--- src/design/aop_pkg.sv ---
`default_nettype none

package aop_pkg;

    localparam int COORD_BITS_DEF = 16;
    localparam int PIPE_STAGES    = 5;

    localparam logic [1:0] NRM_ZERO = 2'b00;
    localparam logic [1:0] NRM_POS  = 2'b01;
    localparam logic [1:0] NRM_NEG  = 2'b11;

    typedef struct packed {
        logic load_sum;
        logic load_half;
        logic load_diff;
        logic load_pen;
    } t_axis_en;

endpackage

`default_nettype wire

--- src/design/aabb_overlap_penetration.sv ---
// Box-pair overlap test with minimum translation vector. One box pair enters per cycle
// while the pipeline is not stalled, and its result leaves through the output register
// after the five-stage pipeline (sums, halving, centre distance, penetration, axis select).
// Each stage holds while the one after it is full and stalled, so bubbles close up; a
// request is still taken while a finished result waits at the output if a stage is empty.
`default_nettype none

module aabb_overlap_penetration import aop_pkg::*; #(
    parameter int COORD_BITS = COORD_BITS_DEF
) (
    input  logic i_clk,
    input  logic i_rst_n,
    input  logic i_s_axis_tvalid,
    output logic o_s_axis_tready,
    // self_left, self_right, self_top, self_bottom,
    // other_left, other_right, other_top, other_bottom
    input  logic [((8*COORD_BITS+7)/8)*8-1:0] i_s_axis_tdata,
    output logic o_m_axis_tvalid,
    input  logic i_m_axis_tready,
    // hit, delta_x, delta_y, normal_x, normal_y, position_x, position_y, zero fill
    output logic [((4*COORD_BITS+9+7)/8)*8-1:0] o_m_axis_tdata
);

    localparam int W        = COORD_BITS;
    localparam int OUT_USED = 4*W + 9;

    logic [PIPE_STAGES-1:0] r_vld;
    logic [PIPE_STAGES:0]   rdy;
    t_axis_en               axis_en;

    logic signed [W+1:0] pen_x, pen_y;
    logic        [1:0]   nrm_x, nrm_y;
    logic signed [W-1:0] sc_x, sh_x, oc_x, sc_y, sh_y, oc_y;

    always_comb begin
        rdy[PIPE_STAGES] = i_m_axis_tready;
        for (int k = PIPE_STAGES-1; k >= 0; k--) begin
            rdy[k] = !r_vld[k] || rdy[k+1];
        end
    end

    assign axis_en.load_sum  = rdy[0];
    assign axis_en.load_half = rdy[1];
    assign axis_en.load_diff = rdy[2];
    assign axis_en.load_pen  = rdy[3];

    always_ff @(posedge i_clk) begin
        if (!i_rst_n) begin
            r_vld <= '0;
        end else begin
            if (rdy[0]) begin
                r_vld[0] <= i_s_axis_tvalid;
            end
            for (int k = 1; k < PIPE_STAGES; k++) begin
                if (rdy[k]) begin
                    r_vld[k] <= r_vld[k-1];
                end
            end
        end
    end

    aop_axis #(.COORD_BITS(W)) u_axis_x (
        .i_clk      (i_clk),
        .i_en       (axis_en),
        .i_self_lo  (i_s_axis_tdata[0*W +: W]),
        .i_self_hi  (i_s_axis_tdata[1*W +: W]),
        .i_other_lo (i_s_axis_tdata[4*W +: W]),
        .i_other_hi (i_s_axis_tdata[5*W +: W]),
        .o_pen      (pen_x),
        .o_nrm      (nrm_x),
        .o_self_c   (sc_x),
        .o_self_h   (sh_x),
        .o_other_c  (oc_x)
    );

    aop_axis #(.COORD_BITS(W)) u_axis_y (
        .i_clk      (i_clk),
        .i_en       (axis_en),
        .i_self_lo  (i_s_axis_tdata[2*W +: W]),
        .i_self_hi  (i_s_axis_tdata[3*W +: W]),
        .i_other_lo (i_s_axis_tdata[6*W +: W]),
        .i_other_hi (i_s_axis_tdata[7*W +: W]),
        .o_pen      (pen_y),
        .o_nrm      (nrm_y),
        .o_self_c   (sc_y),
        .o_self_h   (sh_y),
        .o_other_c  (oc_y)
    );

    logic              hit, x_sel;
    logic signed [W:0] mag_x, mag_y, del_x, del_y, ctc_x, ctc_y;

    logic              n_hit;
    logic signed [W:0] n_del_x, n_del_y, n_pos_x, n_pos_y;
    logic        [1:0] n_nx, n_ny;

    logic              r_hit;
    logic signed [W:0] r_del_x, r_del_y, r_pos_x, r_pos_y;
    logic        [1:0] r_nx, r_ny;

    always_comb begin
        hit   = !pen_x[W+1] && (pen_x != '0) && !pen_y[W+1] && (pen_y != '0);
        x_sel = pen_x < pen_y;
        mag_x = pen_x[W:0];
        mag_y = pen_y[W:0];
        case (nrm_x)
            NRM_POS: begin
                del_x = mag_x;
                ctc_x = (W+1)'(sc_x) + (W+1)'(sh_x);
            end
            NRM_NEG: begin
                del_x = -mag_x;
                ctc_x = (W+1)'(sc_x) - (W+1)'(sh_x);
            end
            default: begin
                del_x = '0;
                ctc_x = (W+1)'(sc_x);
            end
        endcase
        case (nrm_y)
            NRM_POS: begin
                del_y = mag_y;
                ctc_y = (W+1)'(sc_y) + (W+1)'(sh_y);
            end
            NRM_NEG: begin
                del_y = -mag_y;
                ctc_y = (W+1)'(sc_y) - (W+1)'(sh_y);
            end
            default: begin
                del_y = '0;
                ctc_y = (W+1)'(sc_y);
            end
        endcase

        n_hit   = hit;
        n_del_x = '0;
        n_del_y = '0;
        n_nx    = NRM_ZERO;
        n_ny    = NRM_ZERO;
        n_pos_x = '0;
        n_pos_y = '0;
        if (hit && x_sel) begin
            n_del_x = del_x;
            n_nx    = nrm_x;
            n_pos_x = ctc_x;
            n_pos_y = (W+1)'(oc_y);
        end else if (hit) begin
            n_del_y = del_y;
            n_ny    = nrm_y;
            n_pos_x = (W+1)'(oc_x);
            n_pos_y = ctc_y;
        end
    end

    always_ff @(posedge i_clk) begin
        if (rdy[PIPE_STAGES-1]) begin
            r_hit   <= n_hit;
            r_del_x <= n_del_x;
            r_del_y <= n_del_y;
            r_nx    <= n_nx;
            r_ny    <= n_ny;
            r_pos_x <= n_pos_x;
            r_pos_y <= n_pos_y;
        end
    end

    assign o_s_axis_tready = rdy[0];
    assign o_m_axis_tvalid = r_vld[PIPE_STAGES-1];

    always_comb begin
        o_m_axis_tdata = '0;
        o_m_axis_tdata[OUT_USED-1:0] =
            {r_pos_y, r_pos_x, r_ny, r_nx, r_del_y, r_del_x, r_hit};
    end

endmodule

`default_nettype wire

--- src/design/aop_axis.sv ---
`default_nettype none

module aop_axis import aop_pkg::*; #(
    parameter int COORD_BITS = COORD_BITS_DEF
) (
    input  logic                          i_clk,
    input  t_axis_en                      i_en,
    input  logic signed [COORD_BITS-1:0]  i_self_lo,
    input  logic signed [COORD_BITS-1:0]  i_self_hi,
    input  logic signed [COORD_BITS-1:0]  i_other_lo,
    input  logic signed [COORD_BITS-1:0]  i_other_hi,
    output logic signed [COORD_BITS+1:0]  o_pen,
    output logic        [1:0]             o_nrm,
    output logic signed [COORD_BITS-1:0]  o_self_c,
    output logic signed [COORD_BITS-1:0]  o_self_h,
    output logic signed [COORD_BITS-1:0]  o_other_c
);

    localparam int W = COORD_BITS;

    function automatic logic signed [W-1:0] halve(input logic signed [W:0] v);
        logic [W:0] t;
        t = v + (W+1)'(v[W]);
        return t[W:1];
    endfunction

    logic signed [W:0]   r_self_sum, r_self_dif, r_oth_sum, r_oth_dif;
    logic signed [W-1:0] r1_sc, r1_sh, r1_oc, r1_oh;
    logic signed [W:0]   r2_d, r2_hs;
    logic signed [W-1:0] r2_sc, r2_sh, r2_oc;
    logic signed [W+1:0] r3_pen;
    logic        [1:0]   r3_nrm;
    logic signed [W-1:0] r3_sc, r3_sh, r3_oc;

    logic signed [W+1:0] n_pen;
    logic signed [W+1:0] d_ext;
    logic signed [W+1:0] d_abs;
    logic        [1:0]   n_nrm;

    always_ff @(posedge i_clk) begin
        if (i_en.load_sum) begin
            r_self_sum <= (W+1)'(i_self_hi) + (W+1)'(i_self_lo);
            r_self_dif <= (W+1)'(i_self_hi) - (W+1)'(i_self_lo);
            r_oth_sum  <= (W+1)'(i_other_hi) + (W+1)'(i_other_lo);
            r_oth_dif  <= (W+1)'(i_other_hi) - (W+1)'(i_other_lo);
        end
    end

    always_ff @(posedge i_clk) begin
        if (i_en.load_half) begin
            r1_sc <= halve(r_self_sum);
            r1_sh <= halve(r_self_dif);
            r1_oc <= halve(r_oth_sum);
            r1_oh <= halve(r_oth_dif);
        end
    end

    always_ff @(posedge i_clk) begin
        if (i_en.load_diff) begin
            r2_d  <= (W+1)'(r1_oc) - (W+1)'(r1_sc);
            r2_hs <= (W+1)'(r1_oh) + (W+1)'(r1_sh);
            r2_sc <= r1_sc;
            r2_sh <= r1_sh;
            r2_oc <= r1_oc;
        end
    end

    always_comb begin
        d_ext = (W+2)'(r2_d);
        d_abs = r2_d[W] ? -d_ext : d_ext;
        n_pen = (W+2)'(r2_hs) - d_abs;
        if (r2_d[W]) begin
            n_nrm = NRM_NEG;
        end else if (r2_d != '0) begin
            n_nrm = NRM_POS;
        end else begin
            n_nrm = NRM_ZERO;
        end
    end

    always_ff @(posedge i_clk) begin
        if (i_en.load_pen) begin
            r3_pen <= n_pen;
            r3_nrm <= n_nrm;
            r3_sc  <= r2_sc;
            r3_sh  <= r2_sh;
            r3_oc  <= r2_oc;
        end
    end

    assign o_pen     = r3_pen;
    assign o_nrm     = r3_nrm;
    assign o_self_c  = r3_sc;
    assign o_self_h  = r3_sh;
    assign o_other_c = r3_oc;

endmodule

`default_nettype wire

--- config.mk ---
export PLATFORM = sky130hd
export DESIGN_NAME = aabb_overlap_penetration
export DESIGN_NICKNAME = d
export VERILOG_FILES = /design/src/design/aop_pkg.sv /design/src/design/aabb_overlap_penetration.sv /design/src/design/aop_axis.sv
export SDC_FILE = /design/constraint.sdc
export NUM_CORES = 1
export LEC_CHECK = 0
export BUFFER_PORTS_ARGS = -buffer_cell sky130_fd_sc_hd__buf_2
export CAP_MARGIN = 20
export CORE_ASPECT_RATIO = 0.8
export CORE_UTILIZATION = 45
export DETAILED_ROUTE_END_ITERATION = 8
export HOLD_SLACK_MARGIN = 0.05
export PLACE_DENSITY = 0.65
export SLEW_MARGIN = 20
export SYNTH_ARGS = -nofsm -noshare
export SYNTH_HDL_FRONTEND = slang
export SYNTH_HIERARCHICAL = 1
export SYNTH_SLANG_ARGS = --single-unit
--- constraint.sdc ---
create_clock -name i_clk -period 13.2 [get_ports i_clk]
set_clock_uncertainty 0.1 [all_clocks]
set_input_delay 1.98 -clock i_clk [delete_from_list [all_inputs] [get_ports i_clk]]
set_output_delay 1.98 -clock i_clk [all_outputs]
set_load 0.02 [all_outputs]
# Yosys cells after proc, flatten, opt, wreduce, memory -nomap -nowiden
# Index checks and enable logic that the tools add are counted.
dict set report word_totals {
  elab_cells 117
  reg_bits 642
  out_inout_bits 82
}
dict set report classes {
  reduce_logical 21
  bitwise 1
  n_addsub 30
  n_eq_ne 4
  order_cmp 1
  mux 12
}
# cell count
set ops {}
lappend ops {{adder 16 x 16 -> 17 bit} 8}
lappend ops {{adder 17 x 1 -> 17 bit} 8}
lappend ops {{one-hot mux 17 bit (2 select lines)} 4}
lappend ops {{subtractor 16 x 16 -> 17 bit} 8}
lappend ops {{two-way mux 17 bit} 4}
lappend ops {{two-way mux 18 bit} 2}
lappend ops {{negation 17 -> 18 bit} 2}
lappend ops {{nonzero test 18 bit} 2}
lappend ops {{subtractor 17 x 18 -> 18 bit} 2}
lappend ops {{negation 17 bit} 2}
lappend ops {{nonzero test 17 bit} 2}
lappend ops {{less-than comparator 18 bit} 1}
lappend ops {{logical NOT 1 bit} 7}
lappend ops {{logical OR 1 bit} 5}
lappend ops {{== test 2 x 1 -> 1 bit, second input constant} 2}
lappend ops {{== test 2 bit, second input constant} 2}
lappend ops {{logical AND 1 bit} 4}
lappend ops {{two-way mux 1 bit} 2}
lappend ops {{OR reduction 2 bit} 1}
lappend ops {{NOT 1 bit} 1}

# Longest topological paths before layout
dict set report depth {
  word_depth 6
  ltp_mapped 15
}

# By module
# The synthesis kept the hierarchy.
# mod seq_area_each_um2 cells_each area_per_inst_um2 instances
set modules_own_cells {}
lappend modules_own_cells {{aop_axis at u_axis_x} 8408.1 1253 15235.9 1}
lappend modules_own_cells {{aop_axis at u_axis_y} 8408.1 1207 14890.5 1}
lappend modules_own_cells {aabb_overlap_penetration 2292.2 737 6635.1 1}

# Worst setup path after synthesis
# No wires, ideal clock.
dict set report synth_path {
  path_kind {input to output}
  start {input i_m_axis_tready}
  end {output o_s_axis_tready}
  slack_ns 5.571
  arrival_ns 5.549
  stages 3
  path_buffers 0
  required_time_ns 11.120
  path_cell_list {nor2b_1 > and3_1 > nand3_1}
}
dict set report synth_between {
  elab_chain_len 5
}
# element line_no
set synth_lines {}
lappend synth_lines {{from (decl)} aabb_overlap_penetration.sv:19} ;# input logic i_m_axis_tready,
lappend synth_lines {{logical OR 1 bit (5 in a row)} aabb_overlap_penetration.sv:38} ;# rdy[k] = !r_vld[k] || rdy[k+1];
lappend synth_lines {{to (decl)} aabb_overlap_penetration.sv:14} ;# output logic o_s_axis_tready,
# Every way passes these cells.

# Final worst setup path
# Ends and elaborated chain as after synthesis.

==> qor.txt <==
Sort of element at the end of the critical path: output pin
Proportion of netlist area held by the largest area contributor: 51.71%
Worst slew margin relative to its limit: 31.11%
Maximum buffer depth of the clock tree: 3
Cell Chain, Critical Path: buf_2 > nor2b_1 > and3_1 > nand3_4 > buf_2
GRT Total Usage: 19.27%
Count of endpoints failing hold in the final timing report: 0
Aggregate negative setup slack: 0 ns
Crit share post-route: 41.69%
Count of synthesis-stage warnings from yosys: 6
Clock sink count: 638
Required time reported for the critical path endpoint: 11.12 ns
Maximum number of pins on one net before global-route repair: 129
Clock slew at reported path FFs: 0.06 ns
Num CTS Buffers: 69
Insertion delay of the later-clocked pin in the worst-skew pair: 0.61 ns
Cell Pwr Density: 233.4 mW/mm^2
Clock root buffer: clkbuf_16
Core Box Area: 0.08064 sq mm
Cell taking the most area after synthesis: edfxtp_1
Fin. max-slew vios: 0
Number of max-cap violations: 0
Ranking of synthesized cells by area: edfxtp_1 (52%), ha_1 (9.8%), xnor2_1 (7.0%)
Leakage power figure: 16.95 nW
Area of the mapped netlist: 0.03676 sq mm
Actual transition at the worst max-transition pin: 1.033 ns
Die X: 321.6 um
Post-CTS Resized: 0
CP max stage cell: and3_1
GRT overflow: 0
Utilization after layout: 50.92%
Standard-cell row count: 93
Cell area after placement: 0.03888 sq mm
Most common cell type on the critical path: buf_2
Number of enable flip-flop cells after synthesis: 633
Number of synthesized register bits: 638
Number of distinct library cells after synthesis: 94
Fraction of layout instances using a drive strength above 1: 10.72%
Post-DR vias/cell: 5.335
Placed wire-length estimate: 63.20 mm
Worst-case vdd ir drop: 119.7 uV
Min cycle time layout: 5.503 ns
Total Die Area: 0.08285 sq mm
Routed wire per std cell: 17.87 um
Maximum fanout count along the critical path: 7
Global placement routability congestion: 0.9039
Top-level I/O count: 214
Top FF cell, synth: edfxtp_1
Fin nets: 3,846
Initial antenna violation count: 0
Type of the setup path with the least slack: in -> out
Filler cell count: 7,104
Number of iterations in the first detailed-routing pass: 5
Tot Pwr: 9.584 mW
Die extent in y: 257.6 um
Final WL: 81.35 mm
RSZ-0062 raised after global routing: false
Synth async-reset ratio: 0%
Number of hold-repair buffers added at the cts stage: 0
Gate family responsible for the most delay along the worst path: simple AND/OR/NAND/NOR gates
Arrival @ worst endpoint: 3.42 ns
Post-DRT Antenna Nets: 0
Synth-to-layout area growth: 11.69%
Category of the worst setup path launch point: input port
Final antenna diode count: 0
Clock tree from TritonCTS: done
Maximum cell stage delay along the critical path: 0.48 ns
Initial DRC count: 1,871
Setup Viol. Count Final: 0
Run status: completed
Effective utilization at floorplan: 45.59%
CP bufs+invs: 2
IO Port Bufs: 206
Post-Synthesis Cells: 3,197
Synthesized area per cell: 11.50 sq um
Post CTS Setup Buffer Count: 0
CTS H-Tree Depth: 3
Hold Crit Class: reg -> reg
Number of DRC violations after detailed routing: 0
Total via count after detailed routing: 24,283
Post-Layout Inst Area: 0.04106 sq mm
Global-route wire length before repair: 125.1 mm
Top achievable clock speed: 0.1817 GHz
Number of global-route vias before repair: 22,373
Seq/Total Area, Yosys: 51.98%
cells in the mapped netlist (6+ instances only):
cell type,number
o22ai_1,8
o21ai_0,108
nor2_1,210
ha_1,289
a221oi_1,7
a311oi_1,9
inv_1,241
buf_4,9
nor3_1,59
edfxtp_1,633
a31oi_1,22
or4_1,13
mux2i_1,21
xnor2_1,295
o21bai_1,30
or3_1,18
nor2b_1,45
xor2_1,114
and4_1,14
fa_1,16
o2111ai_1,10
nor3b_1,6
a21oi_1,223
clkbuf_1,48
nand3_1,86
nand2b_1,36
o41ai_1,14
nand4_1,25
o21ai_1,19
buf_6,6
buf_2,10
nor4_1,10
a21o_1,45
and3_1,59
o211ai_1,21
a211oi_1,26
a2111oi_0,9
o31a_1,8
and2_1,22
o31ai_1,29
o21a_1,41
nand2_1,178
metrics by stage:
| stage | setup slack [ns] | hold slack, ns | instances |
|---|---|---|---|
| 5_1_grt | 7.542 | 0.3163 | 4552 |
| 3_3_place_gp | 7.649 | 0.3009 | 4430 |
| 3_5_place_dp | 7.642 | 0.3045 | 4430 |
| 2_1_floorplan | 5.571 | 0.3003 | 3203 |
| 6_report | 7.697 | 0.3128 | 4552 |
| 4_1_cts | 7.634 | 0.3105 | 4552 |
final cells by class:
type	count	area [sq um]	area share (%)
clock buffer	80	1810	4.409
tap	1092	1366	3.328
clock inverter	42	365.4	0.8898
inverter	247	934.6	2.276
multi-input combinational	2240	16380	39.89
timing repair buffer	213	1096	2.669
sequential	638	19110	46.54
logic make-up (layout without fill, tap and decap cells):
| family | count (synthesis) | in the layout | share of synthesized area (%) |
|---|---|---|---|
| flip-flops | 638 | 638 | 51.98 |
| multiplexers | 22 | 22 | 0.6024 |
| adder cells (fa/ha/maj) | 305 | 305 | 10.71 |
| other | 1 | 7 | 0.01020 |
| AND/OR/NAND/NOR | 823 | 823 | 11.40 |
| XOR/XNOR | 410 | 410 | 9.789 |
| AO/OA/AOI/OAI | 673 | 673 | 11.88 |
| buffers and inverters | 325 | 582 | 3.628 |
per-layer routing:
layer | vias up | GRT usage (%) | part of all wire (%)
met3 | 91 | 2.910 | 6.3
met2 | 677 | 25.82 | 39
met5 | - | 0 | 0
li1 | 12083 | - | -
met4 | 0 | 4.048 | 1.5
met1 | 11432 | 32.03 | 54
layout by cell type (no fill, tap or decap), drive strengths merged, types with 8 or more instances in the layout:
master,synthesis,layout
and2,22,22
or3,22,22
nand4,25,25
buf,28,213
fa,16,16
o22ai,8,8
nand2,179,179
xnor2,295,295
o2111ai,10,10
and4,14,14
a31oi,23,23
nor4,10,10
o31ai,31,31
inv,246,249
edfxtp,633,633
a21oi,223,223
nor2,210,210
o211ai,22,22
a221oi,8,8
and3,59,59
a211oi,26,26
o21ai,127,127
o31a,8,8
nor2b,45,45
a2111oi,10,10
clkbuf,50,80
mux2i,21,21
o21a,41,41
a311oi,9,9
clkinv,1,32
a21o,45,45
o41ai,16,16
or4,17,17
nand3,89,89
ha,289,289
o21bai,31,31
nand2b,36,36
xor2,115,115
nor3,64,64
power breakdown:
part           leakage [nW]  switching (mW)  internal, mW
sequential             6.85           0.524          3.10
clock                  1.07           0.772          1.08
combinational          9.03            2.37          1.73
worst paths after layout:
| kind | startpoint | to | slack [ns] | cells after the start |
|---|---|---|---|---|
| worst min register to register | u_axis_x/r2_oc[10]$_DFFE_PP_ | u_axis_x/o_other_c[10]$_DFFE_PP_ | 0.31 | 0 |
| worst min-delay path | u_axis_x/r2_oc[10]$_DFFE_PP_ | u_axis_x/o_other_c[10]$_DFFE_PP_ | 0.31 | 0 |
| worst max register to register | u_axis_y/o_nrm[0]$_SDFFCE_PP1P_ | r_pos_y[13]$_DFFE_PP_ | 8.55 | 12 |
| worst max-delay path | i_m_axis_tready | o_s_axis_tready | 7.70 | 5 |
Power figures use the tool's default switching activity.
